--- src/rtl/msgd_pkg.sv ---
package msgd_pkg;

  // field and register widths
  localparam int X_W    = 16;
  localparam int W_W    = 32;
  localparam int LR_W   = 16;
  localparam int BS_W   = 11;
  localparam int ACC_W  = 60;
  localparam int ACC_XW = ACC_W + 1;
  localparam int FRAC_SHIFT = 12;
  localparam int Y_SHIFT    = 4;

  // datapath widths
  localparam int P1_W   = W_W + X_W;
  localparam int ERR_W  = P1_W - FRAC_SHIFT + 2;
  localparam int P2_W   = ERR_W + X_W;
  localparam int SACC_W = ACC_W + LR_W;
  localparam int R_W    = ACC_W + 2;

  // iteration counts of the batch-end sequence
  localparam int DIV_STEPS   = ACC_W;
  localparam int SCALE_STEPS = LR_W;
  localparam int CNT_W       = $clog2(DIV_STEPS);

  // input commands
  localparam logic CMD_TRAIN  = 1'b0;
  localparam logic CMD_RELOAD = 1'b1;

  // configuration register indexes
  localparam logic [1:0] REG_LEARNING_RATE = 2'd0;
  localparam logic [1:0] REG_BATCH_SIZE    = 2'd1;
  localparam logic [1:0] REG_INIT_WEIGHT0  = 2'd2;
  localparam logic [1:0] REG_INIT_WEIGHT1  = 2'd3;

  // register reset values
  localparam logic [LR_W-1:0]       LR_RESET = LR_W'(6554);
  localparam logic [BS_W-1:0]       BS_RESET = BS_W'(100);
  localparam logic signed [W_W-1:0] IW_RESET = W_W'(32768);

  // accumulator limits
  localparam logic signed [ACC_W-1:0] ACC_MAX = {1'b0, {(ACC_W-1){1'b1}}};
  localparam logic signed [ACC_W-1:0] ACC_MIN = {1'b1, {(ACC_W-1){1'b0}}};
  localparam logic signed [W_W-1:0]   W_MAX   = {1'b0, {(W_W-1){1'b1}}};
  localparam logic signed [W_W-1:0]   W_MIN   = {1'b1, {(W_W-1){1'b0}}};

  // controller to datapath commands
  typedef struct packed {
    logic capture;
    logic reload;
    logic prod;
    logic err;
    logic wprod;
    logic acc;
    logic div_init;
    logic div_step;
    logic scale_step;
    logic update;
  } msgd_cmd_t;

  // clip a grown sum back into the accumulator range
  function automatic logic signed [ACC_W-1:0] sat_acc(input logic signed [ACC_XW-1:0] v);
    if (v[ACC_XW-1] != v[ACC_W-1]) begin
      sat_acc = v[ACC_XW-1] ? ACC_MIN : ACC_MAX;
    end else begin
      sat_acc = v[ACC_W-1:0];
    end
  endfunction

endpackage

--- src/rtl/msgd_ctrl.sv ---
module msgd_ctrl import msgd_pkg::*; (
  input  logic      clk,
  input  logic      rst_n,
  input  logic      in_tvalid,
  input  logic      in_tuser,
  input  logic      in_tlast,
  output logic      in_tready,
  input  logic      out_tready,
  output logic      out_tvalid,
  output msgd_cmd_t cmd
);

  localparam logic [3:0] ST_IDLE  = 4'd0;
  localparam logic [3:0] ST_LOAD  = 4'd1;
  localparam logic [3:0] ST_PROD  = 4'd2;
  localparam logic [3:0] ST_ERR   = 4'd3;
  localparam logic [3:0] ST_WPROD = 4'd4;
  localparam logic [3:0] ST_ACC   = 4'd5;
  localparam logic [3:0] ST_DINIT = 4'd6;
  localparam logic [3:0] ST_DIV   = 4'd7;
  localparam logic [3:0] ST_SCALE = 4'd8;
  localparam logic [3:0] ST_UPD   = 4'd9;

  logic [3:0]       state_r, state_nxt;
  logic [CNT_W-1:0] cnt_r, cnt_nxt;
  logic             last_r, last_nxt;
  logic             ovalid_r, ovalid_nxt;

  assign in_tready  = (state_r == ST_IDLE);
  assign out_tvalid = ovalid_r;

  // sequencer
  always_comb begin
    state_nxt  = state_r;
    cnt_nxt    = cnt_r;
    last_nxt   = last_r;
    ovalid_nxt = ovalid_r && !out_tready;
    cmd        = '0;
    case (state_r)
      ST_IDLE: begin
        if (in_tvalid) begin
          cmd.capture = 1'b1;
          last_nxt    = in_tlast;
          state_nxt   = (in_tuser == CMD_RELOAD) ? ST_LOAD : ST_PROD;
        end
      end
      ST_LOAD: begin
        cmd.reload = 1'b1;
        state_nxt  = ST_IDLE;
      end
      ST_PROD: begin
        cmd.prod  = 1'b1;
        state_nxt = ST_ERR;
      end
      ST_ERR: begin
        cmd.err   = 1'b1;
        state_nxt = ST_WPROD;
      end
      ST_WPROD: begin
        cmd.wprod = 1'b1;
        state_nxt = ST_ACC;
      end
      ST_ACC: begin
        cmd.acc   = 1'b1;
        state_nxt = last_r ? ST_DINIT : ST_IDLE;
      end
      ST_DINIT: begin
        cmd.div_init = 1'b1;
        cnt_nxt      = '0;
        state_nxt    = ST_DIV;
      end
      ST_DIV: begin
        cmd.div_step = 1'b1;
        if (cnt_r == CNT_W'(DIV_STEPS - 1)) begin
          cnt_nxt   = '0;
          state_nxt = ST_SCALE;
        end else begin
          cnt_nxt = cnt_r + 1'b1;
        end
      end
      ST_SCALE: begin
        cmd.scale_step = 1'b1;
        if (cnt_r == CNT_W'(SCALE_STEPS - 1)) begin
          cnt_nxt   = '0;
          state_nxt = ST_UPD;
        end else begin
          cnt_nxt = cnt_r + 1'b1;
        end
      end
      ST_UPD: begin
        // wait until the output register is free
        if (!ovalid_r || out_tready) begin
          cmd.update = 1'b1;
          ovalid_nxt = 1'b1;
          state_nxt  = ST_IDLE;
        end
      end
      default: begin
        state_nxt = ST_IDLE;
      end
    endcase
  end

  always_ff @(posedge clk) begin
    if (!rst_n) begin
      state_r  <= ST_IDLE;
      cnt_r    <= '0;
      last_r   <= 1'b0;
      ovalid_r <= 1'b0;
    end else begin
      state_r  <= state_nxt;
      cnt_r    <= cnt_nxt;
      last_r   <= last_nxt;
      ovalid_r <= ovalid_nxt;
    end
  end

endmodule

--- config.mk ---
export PLATFORM = sky130hd
export DESIGN_NAME = msgd_ctrl
export DESIGN_NICKNAME = d
export VERILOG_FILES = /design/src/rtl/msgd_pkg.sv /design/src/rtl/msgd_ctrl.sv
export SDC_FILE = /design/constraint.sdc
export NUM_CORES = 1
export LEC_CHECK = 0
export BUFFER_PORTS_ARGS = -buffer_cell sky130_fd_sc_hd__buf_2
export CAP_MARGIN = 0
export CORE_AREA = 2 2 45 47
export CTS_CLUSTER_SIZE = 40
export DETAILED_ROUTE_END_ITERATION = 12
export DIE_AREA = 0 0 47 49
export HOLD_SLACK_MARGIN = 0.12
export PLACE_DENSITY = 0.75
export SLEW_MARGIN = 15
export SYNTH_ARGS = -nofsm -noshare
export SYNTH_HDL_FRONTEND = slang
export SYNTH_SLANG_ARGS = --single-unit
--- constraint.sdc ---
create_clock -name clk -period 2.1 [get_ports clk]
set_clock_uncertainty 0.15 [all_clocks]
set_input_delay 0 -clock clk [delete_from_list [all_inputs] [get_ports clk]]
set_output_delay 0 -clock clk [all_outputs]
set_load 0.02 [all_outputs]
Word level (Yosys, flattened, before mapping)
Cells that the tools add are included.

storage, ports and cells
  register bits = 12
  output and inout bits = 12
  logic and storage cells = 52
  bits of input ports = 6

operators by class
  equal/unequal tests = 15
  muxes and demuxes = 24
  reduce and logical (&&, ||, !) cells = 8
  add/subtract/negate cells = 1

operator list
  cell                 count
  $pmux 4 s9           1
  $pmux 6 s3           1
  $eq 4x3->1 const B   4
  $mux 4               4
  $mux 1               14
  $mux 6               2
  $eq 4x2->1 const B   2
  $eq 4x4->1 const B   2
  $ne 2x2->1 const B   4
  $add 6x1->6 const B  1
  $eq 6x4->1 const B   1
  $eq 6x6->1 const B   1
  $eq 4x1->1 const B   1
  $logic_not 4->1      1
  $reduce_and 4->1     1
  $mux 3               1
  $reduce_bool 3->1    1
  $logic_not 1->1      2
  $mux 2               1
  $reduce_and 2->1     1
  $logic_and 1x1->1    1
  $logic_or 1x1->1     1

Depth between registers and ports, before layout
Gate-level depths: netlist of run 1.

  word-level depth = 4
  depth in mapped cells = 6

Least setup slack after synthesis of run 1
Ideal clock, no wire load.

  kind = flip-flop to flip-flop
  from = register state_r[0]
  to = register last_r
  setup slack = -0.071 ns
  setup time = 0.118 ns
  cell stages (with the launch flop) = 6
  data arrival time = 1.902 ns
  buffers on the path = 1
  cell sequence = dfxtp_1 > buf_2 > nor4_1 > and2_1 > mux2i_1 > nor2_1

on the way
  longest elaborated chain between the ends = 2

RTL lines
  item                        line              RTL
  from (decl)                 msgd_ctrl.sv:24   logic [3:0] state_r, state_nxt;
  from (signal assigned)      msgd_ctrl.sv:111  state_r <= state_nxt;
  $logic_not 4->1             --
  named net in_tready         msgd_ctrl.sv:7    output logic in_tready,
  $reduce_and 2->1 (no line)  --
  to (signal assigned)        msgd_ctrl.sv:113  last_r <= last_nxt;
  to (decl)                   msgd_ctrl.sv:26   logic last_r, last_nxt;

The timed path passes the listed nets, and every way through them passes these cells.
A chain may end at the register's enable or synchronous reset.

Worst setup path in the final report of run 1
  from = register cnt_r[0]
  to = register state_r[1]

on the way
  longest elaborated chain between the ends = 3

RTL lines
  item                                      line                              RTL
  from (decl)                               msgd_ctrl.sv:25                   logic [CNT_W-1:0] cnt_r, cnt_nxt;
  from (signal assigned)                    msgd_ctrl.sv:112                  cnt_r <= cnt_nxt;
  $eq 6x4->1 or $eq 6x6->1 (tied branches)  msgd_ctrl.sv:83, msgd_ctrl.sv:74
  $ne 2x2->1 (no line)                      --
  $reduce_and 4->1 (no line) (*)            --

Mark *: on every way between the ends. The rest lies on a longest branch, timed or not.

==> results of run 1 <==
metrics by stage:
stage | util | cells
2_1_floorplan | - | 95
3_3_place_gp | 0.476 | 136
3_5_place_dp | 0.476 | 136
4_1_cts | 0.516 | 144
5_1_grt | 0.517 | 144
6_report | 0.517 | 144
worst paths after layout:
check	startpoint	endpoint	slack, ps	depth (start not counted)
hold reg to reg	cnt_r[1]	cnt_r[1]	340	2
setup / recovery	cnt_r[0]	state_r[1]	80	5
hold / removal	cnt_r[1]	cnt_r[1]	340	2
setup reg to reg	cnt_r[0]	state_r[1]	80	5
sequential cells by signal, indices dropped and copies added, names as in the netlist:
signal      count
last_r          1
out_tvalid      1
state_r         4
cnt_r           6
worst register-to-register path, stage by stage (launching register included):
cell and delay (ps):
dfxtp_1 390, ha_2 240, nand3_1 120, o31a_1 340, a2111o_1 420, o41ai_2 290
cell families after synthesis:
| group | after synthesis |
|---|---|
| compound gates | 22 |
| simple gates | 47 |
| mux | 2 |
| fa+ha+maj | 1 |
| flops | 12 |
| xor+xnor | 1 |
| buf+inv | 10 |
routing by layer:
| metal | track usage | wire length [um] | share of wire |
|---|---|---|---|
| met1 | 0.220 | 871 | 0.48 |
| met5 | 0 | 0 | 0 |
| met2 | 0.260 | 832 | 0.46 |
| met4 | 0.0324 | 0 | 0 |
| met3 | 0.0556 | 99 | 0.055 |
final cells by class:
| type | count | area [sq um] |
|---|---|---|
| Clock buffer | 3 | 22.5 |
| Timing Repair Buffer | 25 | 158 |
| Sequential cell | 12 | 240 |
| Multi-Input combinational cell | 73 | 483 |
| Fill cell | 187 | 890 |
| Tap cell | 27 | 33.8 |
| Inverter | 4 | 15.0 |
power by group through the flow:
stage | logic [mW] | registers, mW | clock network (mW)
2_1_floorplan | 0.0923 | 0.248 | 0
3_3_place_gp | 0.102 | 0.264 | 0
3_5_place_dp | 0.103 | 0.266 | 0
4_1_cts | 0.110 | 0.260 | 0.147
5_1_grt | 0.121 | 0.263 | 0.154
6_report | 0.110 | 0.261 | 0.140
cells in the mapped netlist (all sizes together) (2+ instances only):
master	n	area, sq um
buf	2	16.3
mux2i	2	20.0
a211oi	2	15.0
nand2	8	30.0
o2111ai	2	17.5
nor3	5	25.0
nor2b	4	25.0
a21oi	3	15.0
clkbuf	4	15.0
o21ai	3	15.0
dfxtp	12	240
o211ai	2	15.0
nor4	2	12.5
inv	3	11.3
nand3	4	20.0
nand2b	4	25.0
and2	2	12.5
nor2	12	45.0
placed cells by master (no fill, tap or decap), types with 2 or more instances in the layout:
cell type       n
nor2_1         12
dlygate4sd3_1   5
nand2b_1        4
nand3_1         4
o21ai_1         2
inv_1           3
a21oi_1         3
mux2i_1         2
o2111ai_1       2
and2_1          2
buf_2          17
dfxtp_1        12
nor3_1          5
nand2_1         8
nor2b_1         4
clkbuf_4        3
o211ai_1        2
buf_4           3
a211oi_1        2
repair_timing:
action,4_1_cts,5_1_grt
gates resized for setup,0,1
hold buffers,5,0
endpoints found under the setup margin,0,1
hold endpoints to repair,12,0
==> metrics.cfg, run 1 <==
[timing]
rsz0062_at_grt=no
fin_ws_ps=78.9
period_needed_ps=2020
whs_ps=343
slew_viol_final=0
finalSetupTns_ps=0
hold_violations=0
relSlewSlack=0.656
max_freq_mhz=495
min_period_over_period=0.962
setup_violations=0
tightestPinTransition_ps=515

[detailed_routing]
final_antenna_net_count=0
num_vias=778
wl_per_cell_um=12.5
viasPerCell=5.40
drc=0
dr.pass1.iters=4
drtIter0Drc=15
wl_um=1800

[layout]
final_area_sq_um=952
antenna_cells=0
areaGrowthSynthToFinish_pct=25.2
fin_nets=126
drive_gt1_frac=0.239

[job]
drv_cap=0

[clock_tree]
clock-sinks=12
cts_tree=built
insertion_delay_ps=270
numCtsBuffers=3
clk_pin_slew_ps=80
cts_setup_buffers=0
cts_buffer_depth=2
htree_levels=1
clock-root-buffer=clkbuf_4

[pwr]
switching_share=0.311
power.total_mw=0.512
leakage_nw=0.377
p_int_mw=0.353
power_frac_seq=0.510
power.switching_mw=0.159
clockPowerShare=0.274
p_per_area_nw_per_um2=537
ir_worst_vdd_uv=391
pwr-share-comb=0.216

[logic_synthesis]
synth-seq-cells=12
synth_fa_ha_area_frac=0.0164
synthSimpleGateAreaFrac=0.345
syn_nets=102
synth_area_per_cell_sq_um=8.01
synthXorXnorAreaFrac=0.0115
ys_types=39
synth.yosys.seq_area_share=0.316
synth_mux_area_frac=0.0263
async_flop_share=0
syn-instance-count=95
synth-compound-area-share=0.224
synth_top_family_by_area=simple AND/OR/NAND/NOR gates
yosysWarnings=0
synth-main-ff-cell=dfxtp_1
syn_area_sq_um=761
synth_edf_count=0

[setup_path]
path_delay_family=compound AO/OA/AOI/OAI gates
worst_path_largest_cell_delay_ps=420
required_ps=2130
arrival_ps=2050
worstSetupEndpointType=flop
cp.buffers_inverters=0
worstPathCellList=ha_2 > nand3_1 > o31a_1 > a2111o_1 > o41ai_2
critical_path.slowest_cell=a2111o_1
worst_setup_path_start_kind=flop
setup.worst_path.class=reg -> reg
crit_fanout=6

[die]
core-area_sq_um=1840
fp.dieH_um=49
die_w_um=47
core.rowCount=16
io_pins=18
start_util=0.413
die_area_sq_um=2300

[placement]
io_buffers=17
post-place-ws_ps=72.2
gp_congestion=0.854
hpwlAfterDp_um=1350
place_area_sq_um=877

[global_routing]
grt.overflow.total=0
grt_pass1_wl_um=2860
groute.usage.overall=0.167
grt_max_degree=15
first_global_vias=681
antenna_found_initial=0

[worst_hold_path]
hold_class=reg -> reg

[outcome]
outcome=finished, final reports clean

(Power assumes the default switching activity.)
==> run 2, diff against run 1 <==
- GPL_TIMING_DRIVEN: not set -> 0
- REMOVE_ABC_BUFFERS: not set -> 1
==> metrics.cfg, run 2 (synthesis gave the netlist of run 1 again) <==
[timing]
min_period_over_period=0.957
setup_violations=0
rsz0062_at_grt=no
max_freq_mhz=497
slew_viol_final=0
finalSetupTns_ps=0
tightestPinTransition_ps=503
fin_ws_ps=89.8
relSlewSlack=0.664
period_needed_ps=2010
hold_violations=0

[pwr]
leakage_nw=0.393
power.switching_mw=0.165
p_int_mw=0.391
switching_share=0.297
p_per_area_nw_per_um2=567
pwr-share-comb=0.198
power_frac_seq=0.469
power.total_mw=0.556
ir_worst_vdd_uv=437
clockPowerShare=0.333

[detailed_routing]
final_antenna_net_count=0
num_vias=783
dr.pass1.iters=4
wl_um=1840
drc=0
wl_per_cell_um=12.6
viasPerCell=5.36
drtIter0Drc=11

[clock_tree]
clk_pin_slew_ps=80
insertion_delay_ps=270
htree_levels=1
clock-sinks=12
clock-root-buffer=clkbuf_4
cts_tree=built
numCtsBuffers=3
cts_buffer_depth=2

[layout]
drive_gt1_frac=0.277
layout_commonest_cell=buf_2
fin_nets=127
areaGrowthSynthToFinish_pct=28.8
stdcell_count=146
antenna_cells=0
reg.largest.list=cnt_r: 6 flops, state_r: 4 flops
nFillCells=191
final_area_sq_um=980
top_register=cnt_r
largest_register_ffs=6
final_cell_mix=buf_2 (17), nor2_1 (12), dfxtp_1 (9)

[die]
die_area_sq_um=2300
io_pins=18
core-area_sq_um=1840
start_util=0.413
die_w_um=47
core.rowCount=16
fp.dieH_um=49

[worst_hold_path]
hold_class=reg -> reg
hold_start=cnt_r[0]
holdPathEnd=cnt_r[0]
hold_path_depth=1

[placement]
gp_congestion=0.814
place_area_sq_um=848
io_buffers=17
place_inst=133
post-place-ws_ps=-8.22
hpwlAfterDp_um=1210

[setup_path]
r2r_slack_ps=90
worstSetupEndpointType=flop
crit_fanout=10
worst_setup_path_start_kind=flop
ff2ff_path_depth=5
rr_startpoint=cnt_r[1]
arrival_ps=2030
setup.worst_path.class=reg -> reg
required_ps=2120
r2r_end=state_r[1]

[global_routing]
groute.usage.overall=0.160
first_global_vias=654
antenna_found_initial=0
grt_pass1_wl_um=2750
grt_max_degree=15
grt.overflow.total=0

[outcome]
outcome=finished, final reports clean

[job]
drv_cap=0

==> run 2: metal layers <==
layer | up-vias | routed length [um] | share of wire | global-route usage
met1 | 355 | 861 | 0.47 | 0.226
li1 | 397 | - | - | -
met3 | 2 | 106 | 0.058 | 0.0222
met2 | 29 | 852 | 0.46 | 0.235
met4 | 0 | 17 | 0.0093 | 0.0694
met5 | - | 0 | 0 | 0
==> run 2: power by group through the flow <==
stage	clock [mW]	sequential (mW)	combinational (mW)
floorplan	0	0.259	0.0726
global placement	0	0.263	0.0988
detailed placement	0	0.265	0.102
CTS	0.187	0.259	0.109
global route	0.199	0.263	0.121
finish	0.185	0.261	0.110
==> run 2: through the flow <==
stage | hold slack, ps | utilization
global route | 361 | 0.532
global placement | 96.6 | 0.461
finish | 317 | 0.532
CTS | 335 | 0.514
floorplan | -40.7 | -
detailed placement | 97.9 | 0.461
==> run 2: worst max-delay path, cell delays in order, from the launching register on <==
cell and delay, ps:
dfxtp_1 360, ha_2 220, nand4_1 120, o21a_2 290, a2111o_1 460, o41ai_2 300
==> run 2: how the worst max path moves through the flow <==
| stage | from | endpoint |
|---|---|---|
| finish | cnt_r[1] | state_r[1] |
| global route | cnt_r[1] | state_r[1] |
| CTS | cnt_r[0] | state_r[1] |
| detailed placement | state_r[3] | state_r[1] |
| global placement | state_r[3] | state_r[1] |
| floorplan | state_r[2] | last_r |
==> run 2: repair_timing <==
item,4_1_cts,5_1_grt
hold buffers,6,0
pin swaps,0,1
gates resized for setup,1,5
setup buffers,0,3
setup endpoints to repair,1,2
hold endpoints to repair,12,0
==> run 2: layout make-up <==
cell class	count	area, sq um	area share
flip-flops and latches	12	244	0.249
inverters	4	15.0	0.0153
well taps	27	33.8	0.0345
clock buffers	4	36.3	0.0370
multi-input cells	73	483	0.493
repair buffers	26	168	0.171
